$ cat src/design/cvr_pkg.sv
`timescale 1ns / 1ps
`default_nettype none

package cvr_pkg;

  localparam int COORD_BITS = 24;
  localparam int DIFF_BITS  = COORD_BITS + 1;
  localparam int PROD_BITS  = 2 * DIFF_BITS;

  // result queue: room for two pushes while the head waits
  localparam int FIFO_DEPTH = 4;
  localparam int FIFO_AW    = $clog2(FIFO_DEPTH);
  localparam int FIFO_CW    = $clog2(FIFO_DEPTH + 1);

  typedef logic signed [COORD_BITS-1:0] coord_t;
  typedef logic signed [DIFF_BITS-1:0]  diff_t;
  typedef logic signed [PROD_BITS-1:0]  prod_t;

  typedef struct packed {
    coord_t x;
    coord_t y;
  } point_t;

  typedef struct packed {
    coord_t x;
    coord_t y;
    logic   last;
  } result_t;

  // up to two results per vertex, entry 0 goes out first
  typedef struct packed {
    logic [1:0]    num;
    result_t [1:0] ent;
  } push_t;

  typedef enum logic [1:0] {
    SEEN_NONE,
    SEEN_ONE,
    SEEN_TWO,
    SEEN_MANY
  } seen_e;

endpackage

`default_nettype wire

$ cat src/design/cvr_kept_if.sv
`timescale 1ns / 1ps
`default_nettype none

interface cvr_kept_if import cvr_pkg::*; ();
  logic   valid;
  logic   ready;
  coord_t out_x;
  coord_t out_y;
  logic   out_last;

  modport source (output valid, output out_x, output out_y, output out_last,
                  input ready);
  modport sink   (input valid, input out_x, input out_y, input out_last,
                  output ready);
endinterface

`default_nettype wire

$ cat src/design/cvr_result_fifo.sv
`timescale 1ns / 1ps
`default_nettype none

module cvr_result_fifo import cvr_pkg::*; (
  input  logic              clk_i,
  input  logic              rst_ni,
  input  push_t             push_i,
  output logic              room_o,
  cvr_kept_if.source        out_o
);

  result_t            mem_q [FIFO_DEPTH];
  logic [FIFO_AW-1:0] wr_q, wr_d;
  logic [FIFO_AW-1:0] rd_q, rd_d;
  logic [FIFO_CW-1:0] cnt_q, cnt_d;
  logic               pop;
  result_t            head;

  assign head          = mem_q[rd_q];
  assign out_o.valid    = (cnt_q != '0);
  assign out_o.out_x    = head.x;
  assign out_o.out_y    = head.y;
  assign out_o.out_last = head.last;

  assign pop    = out_o.valid & out_o.ready;
  assign room_o = (cnt_q <= FIFO_CW'(FIFO_DEPTH - 2));

  always_comb begin
    wr_d  = wr_q + FIFO_AW'(push_i.num);
    rd_d  = rd_q + FIFO_AW'(pop);
    cnt_d = cnt_q + FIFO_CW'(push_i.num) - FIFO_CW'(pop);
  end

  always_ff @(posedge clk_i) begin
    if (push_i.num != 2'd0) begin
      mem_q[wr_q] <= push_i.ent[0];
    end
    if (push_i.num == 2'd2) begin
      mem_q[wr_q + FIFO_AW'(1)] <= push_i.ent[1];
    end
  end

  always_ff @(posedge clk_i or negedge rst_ni) begin
    if (!rst_ni) begin
      wr_q  <= '0;
      rd_q  <= '0;
      cnt_q <= '0;
    end else begin
      wr_q  <= wr_d;
      rd_q  <= rd_d;
      cnt_q <= cnt_d;
    end
  end

endmodule

`default_nettype wire

$ cat src/flat_wrapper.sv
// flat-port wrapper written by rule: the top's interface ports become plain ports
module cvr_result_fifo_flat import cvr_pkg::*;
  (clk_i, rst_ni, push_i, room_o, out_o_valid, out_o_out_x, out_o_out_y, out_o_out_last, out_o_ready);
  cvr_kept_if out_o_i ();
  input  logic clk_i;
  input  logic rst_ni;
  input  push_t push_i;
  output logic room_o;
  output wire logic [$bits(out_o_i.valid)-1:0] out_o_valid;
  output wire logic [$bits(out_o_i.out_x)-1:0] out_o_out_x;
  output wire logic [$bits(out_o_i.out_y)-1:0] out_o_out_y;
  output wire logic [$bits(out_o_i.out_last)-1:0] out_o_out_last;
  input wire logic [$bits(out_o_i.ready)-1:0] out_o_ready;
  assign out_o_valid = out_o_i.valid;
  assign out_o_out_x = out_o_i.out_x;
  assign out_o_out_y = out_o_i.out_y;
  assign out_o_out_last = out_o_i.out_last;
  assign out_o_i.ready = out_o_ready;
  cvr_result_fifo u_core (.clk_i(clk_i), .rst_ni(rst_ni), .push_i(push_i), .room_o(room_o), .out_o(out_o_i));
endmodule
$ cat config.mk
export PLATFORM = sky130hd
export DESIGN_NAME = cvr_result_fifo_flat
export DESIGN_NICKNAME = d
export VERILOG_FILES = /design/src/design/cvr_pkg.sv /design/src/design/cvr_kept_if.sv /design/src/design/cvr_result_fifo.sv /design/src/flat_wrapper.sv
export SDC_FILE = /design/constraint.sdc
export NUM_CORES = 1
export LEC_CHECK = 0
export CORE_ASPECT_RATIO = 1.2
export CORE_MARGIN = 4
export CORE_UTILIZATION = 42
export CTS_CLUSTER_DIAMETER = 80
export DETAILED_ROUTE_END_ITERATION = 12
export DONT_BUFFER_PORTS = 1
export PLACE_DENSITY = 0.66
export SETUP_SLACK_MARGIN = 0.1
export SYNTH_ARGS = -nofsm -noshare
export SYNTH_HDL_FRONTEND = slang
export SYNTH_SLANG_ARGS = --single-unit
export TNS_END_PERCENT = 50
$ cat constraint.sdc
create_clock -name clk_i -period 7 [get_ports clk_i]
set_input_delay 0.7 -clock clk_i [delete_from_list [all_inputs] [get_ports clk_i]]
set_output_delay 0.7 -clock clk_i [all_outputs]
set_load 0.05 [all_outputs]
==> summary by stage <==
Outcome
The flow ran to the end, and the final reports show no timing, DRC or antenna violations.

Timing
The max-slew violation count was 0. The worst relative slew slack is 24.8%. The highest achievable clock rate is 0.313 GHz. The final setup skew is 0.00849 ns. The final critical-path required period is 3.19 ns. Setup repair after global routing left no endpoint under its margin.

The final number of hold-violating endpoints came to 0. Setup violations remaining at the end of the flow were counted as 0. The post-route clock period utilization is 45.6%. At the pin with the least slew margin, the transition time is 1.13 ns.

After routing, the total negative slack on setup checks comes to 0 ns.

Cells and area
The number of nets in the finished design is 619. The most frequent standard cell in the layout excluding fill and tap cells is sky130_fd_sc_hd__edfxtp_1. The diode insertion count for antenna repair is 0. In the layout the commonest cells are sky130_fd_sc_hd__edfxtp_1 (196), sky130_fd_sc_hd__mux2_2 (180), sky130_fd_sc_hd__mux4_2 (49). The final instance area is 0.0108 sq mm.

Cells fill 46.7% of the core in the end. The fraction of final layout cells sized beyond drive strength 1 is 53.2%. The area growth from synthesis to layout is 9.57%.

Power and ir drop
Net switching is 40.4% of the power. The sequential share of power is 39.6%. The analysis attributes to net switching a power of 2050 uW.

Per report_power, the clock group accounts for 21.1% of the total. The fraction of power consumed by combinational cells is 39.2%. The internal power consumption is 3020 uW. The maximum VDD drop is 240 uV. In this run the static leakage power is 0.00346 uW. The ratio of total power to cell area is 468 mW/mm^2.

Yosys
Synthesis inferred 203 register bits. The XOR/XNOR share of the synthesized area is 0.532%. The cell count after synthesis is 514. A synthesized cell averages 19.2 sq um.

The portion of netlist area occupied by mux cells is 33.8%. Of the total synthesized cell area, the portion taken by AND, OR, NAND and NOR gates is 0.785%. During synthesis, Yosys emitted a total of 0 warnings. Summing the areas of all fa, ha and maj instances in the mapped netlist gives 0.582% of the synthesized area. The cell area after synthesis is 0.00988 sq mm. The post-synth net total is 621. The synthesized-area fraction occupied by ao, oa, aoi and oai cells is 0.468%. The largest family of logic cells by synthesized area is multiplexers. Sequential cells were found to cover 61.3% of the synthesized design area. The number of distinct library cell variants in the gate-level netlist after synthesis is 28.

Placed design
The placed instances occupy a cell area of 0.0102 sq mm. Port buffering added 0 buffers. The final weighted congestion of routability-driven global placement is 0.718. The post-DP HPWL is 12,500 um.

Setup path
Along the worst path, the maximum fanout reaches 51. The signal on the critical path passes through mux4_2. The data required time at the worst endpoint is 6.30 ns. The beginning of the worst register-to-register path is u_core.wr_q[1]$_DFF_PN0_. The endpoint class of the critical path is an output pin. Among cell families on the critical path, the largest total delay comes from flip-flops.

The category of the worst setup path launch point is a register. The worst reg-to-reg path cell count is 3. The start-to-end type of the worst setup path is reg -> out. The delay of the slowest cell on the worst path is 1.18 ns. In this run the number of cells on the critical path is 1. The data arrival time of the critical path is 2.49 ns. The slowest stage cell on the critical path is sky130_fd_sc_hd__dfrtp_4. The buffer and inverter count on the worst path is 0. The critical path launch point is u_core.rd_q[0]$_DFF_PN0_.

Drt
In this run, the number of DRC markers left after iteration 0 of detailed routing was 203. For this run, the detailed router's first-pass iteration total came to 4. For this block, the via count after detailed routing is 4,772. The remaining antenna violation count after routing is 0.

The per-cell routed wire length is 25.5 um. After detailed routing, the number of remaining DRC violations is 0. The total routed wirelength is 21,400 um. The via count normalized by instance count is 5.69.

Clock network
No sink is reached through more buffers than the 3 on the longest clock path. Clock tree synthesis found a total of 203 sinks. The post-CTS resize count is 0.

The total setup buffers inserted after CTS is 0. Clock-pin slew was measured on the worst setup and hold paths at 0.06 ns. Buffers inserted during clock tree synthesis total 22. TritonCTS built the clock tree. The total number of H-tree levels is 1. The clock latency on the worst-skew pair is 0.49 ns.

The tree is rooted in a sky130_fd_sc_hd__clkbuf_16. Buffers inserted to repair hold after CTS numbered 1.

Global route
The initial antenna violation count was 0. The total track usage is 16.5%. The overflow left after global routing is 0. The via count of the first global-routing pass is 5,529. The pin count of the biggest net entering global routing is 52. The wire length of the first global-routing pass is 33,000 um.

Die
The width of the chip is 148 um. The area of the die is 0.0261 sq mm. The I/O pin count is 154. The floorplan step set the die height to 176 um. After floorplanning, the core was divided into 61 placement rows. The initial core utilization is 42.6%.

After floorplanning, the core was sized to cover 0.0232 sq mm.

Flow run
The number of max-capacitance violations reported is 0.

Worst hold path
The class of the tightest hold or removal check is in -> reg. In this run the most critical hold path is launched from push_i[98]. The number of cells on the worst hold path is 1.
## state kept, by name (all words and copies together), names as in the netlist
register	cells
u_core.wr_q	2
u_core.rd_q	2
u_core.cnt_q	3
u_core.mem_q	196
## cells by family after synthesis
| kind of cell | count (synthesis) |
|---|---|
| buffers and inverters | 39 |
| AND/OR/NAND/NOR | 8 |
| flip-flops | 203 |
| multiplexers | 247 |
| adder cells (fa/ha/maj) | 4 |
| AO/OA/AOI/OAI | 7 |
| XOR/XNOR | 6 |
## Yosys cell counts (all sizes together)
master,instances,share of area [%]
nor4b,1,0.24
ha,3,0.38
a21oi,1,0.051
nor2,2,0.076
nand4b,1,0.089
clkbuf,6,0.23
mux4,49,11
or3,1,0.063
mux2,196,22
o311ai,1,0.089
dfrtp,7,1.8
inv,4,0.15
buf,29,2.1
xnor2,6,0.53
edfxtp,196,60
and4bb,2,0.25
fa,1,0.20
o21bai,2,0.15
o21ai,2,0.10
o31ai,1,0.076
mux2i,2,0.20
or2,1,0.063
## path summary, 6_finish.rpt
check,end,slack (ns)
max,out_o_out_y[21],3.81
min,u_core.wr_q[0]$_DFF_PN0_,0.35
max reg2reg,u_core.mem_q[2][19]$_DFFE_PP_,4.14
min reg2reg,u_core.cnt_q[2]$_DFF_PN0_,0.57
max in group asynchronous,u_core.rd_q[0]$_DFF_PN0_,6.17
min in group asynchronous,u_core.cnt_q[0]$_DFF_PN0_,0.54
## stage by stage
step / worst slack (ns) / instances / total power (uW) / hold WS, ns
global placement: 3.86 / 802 / 4030 / 0.405
CTS: 3.71 / 839 / 5160 / 0.328
finish: 3.81 / 839 / 5070 / 0.351
detailed placement: 3.91 / 802 / 4070 / 0.405
floorplan: 2.08 / 514 / 3720 / 0.404
global route: 3.63 / 839 / 5290 / 0.331
## layout make-up
cell class | instances | area [sq um]
Sequential cell | 203 | 6070
Inverter | 4 | 15.0
Timing Repair Buffer | 9 | 70.1
Clock buffer | 26 | 587
Clock inverter | 10 | 75.1
Tap cell | 315 | 394
Multi-Input combinational cell | 272 | 3620
Fill cell | 1967 | 12400
## layer usage
metal / GRT usage (%) / vias up / wire length, um / share of wire, %
met1: 18.6 / 2494 / 7830 / 37
li1: - / 2100 / - / -
met3: 4.36 / 39 / 1430 / 6.7
met5: 0 / - / 0 / 0
met4: 5.28 / 0 / 585 / 2.7
met2: 30.3 / 139 / 11600 / 54
## power by group through the flow
stage          clock [uW]  sequential [uW]  combinational, uW
2_1_floorplan           0             1930               1790
3_5_place_dp            0             2050               2030
6_report             1070             2010               1990
3_3_place_gp            0             2020               2010
5_1_grt              1150             2060               2080
4_1_cts              1110             2020               2030
Power figures use the tool's default switching activity.
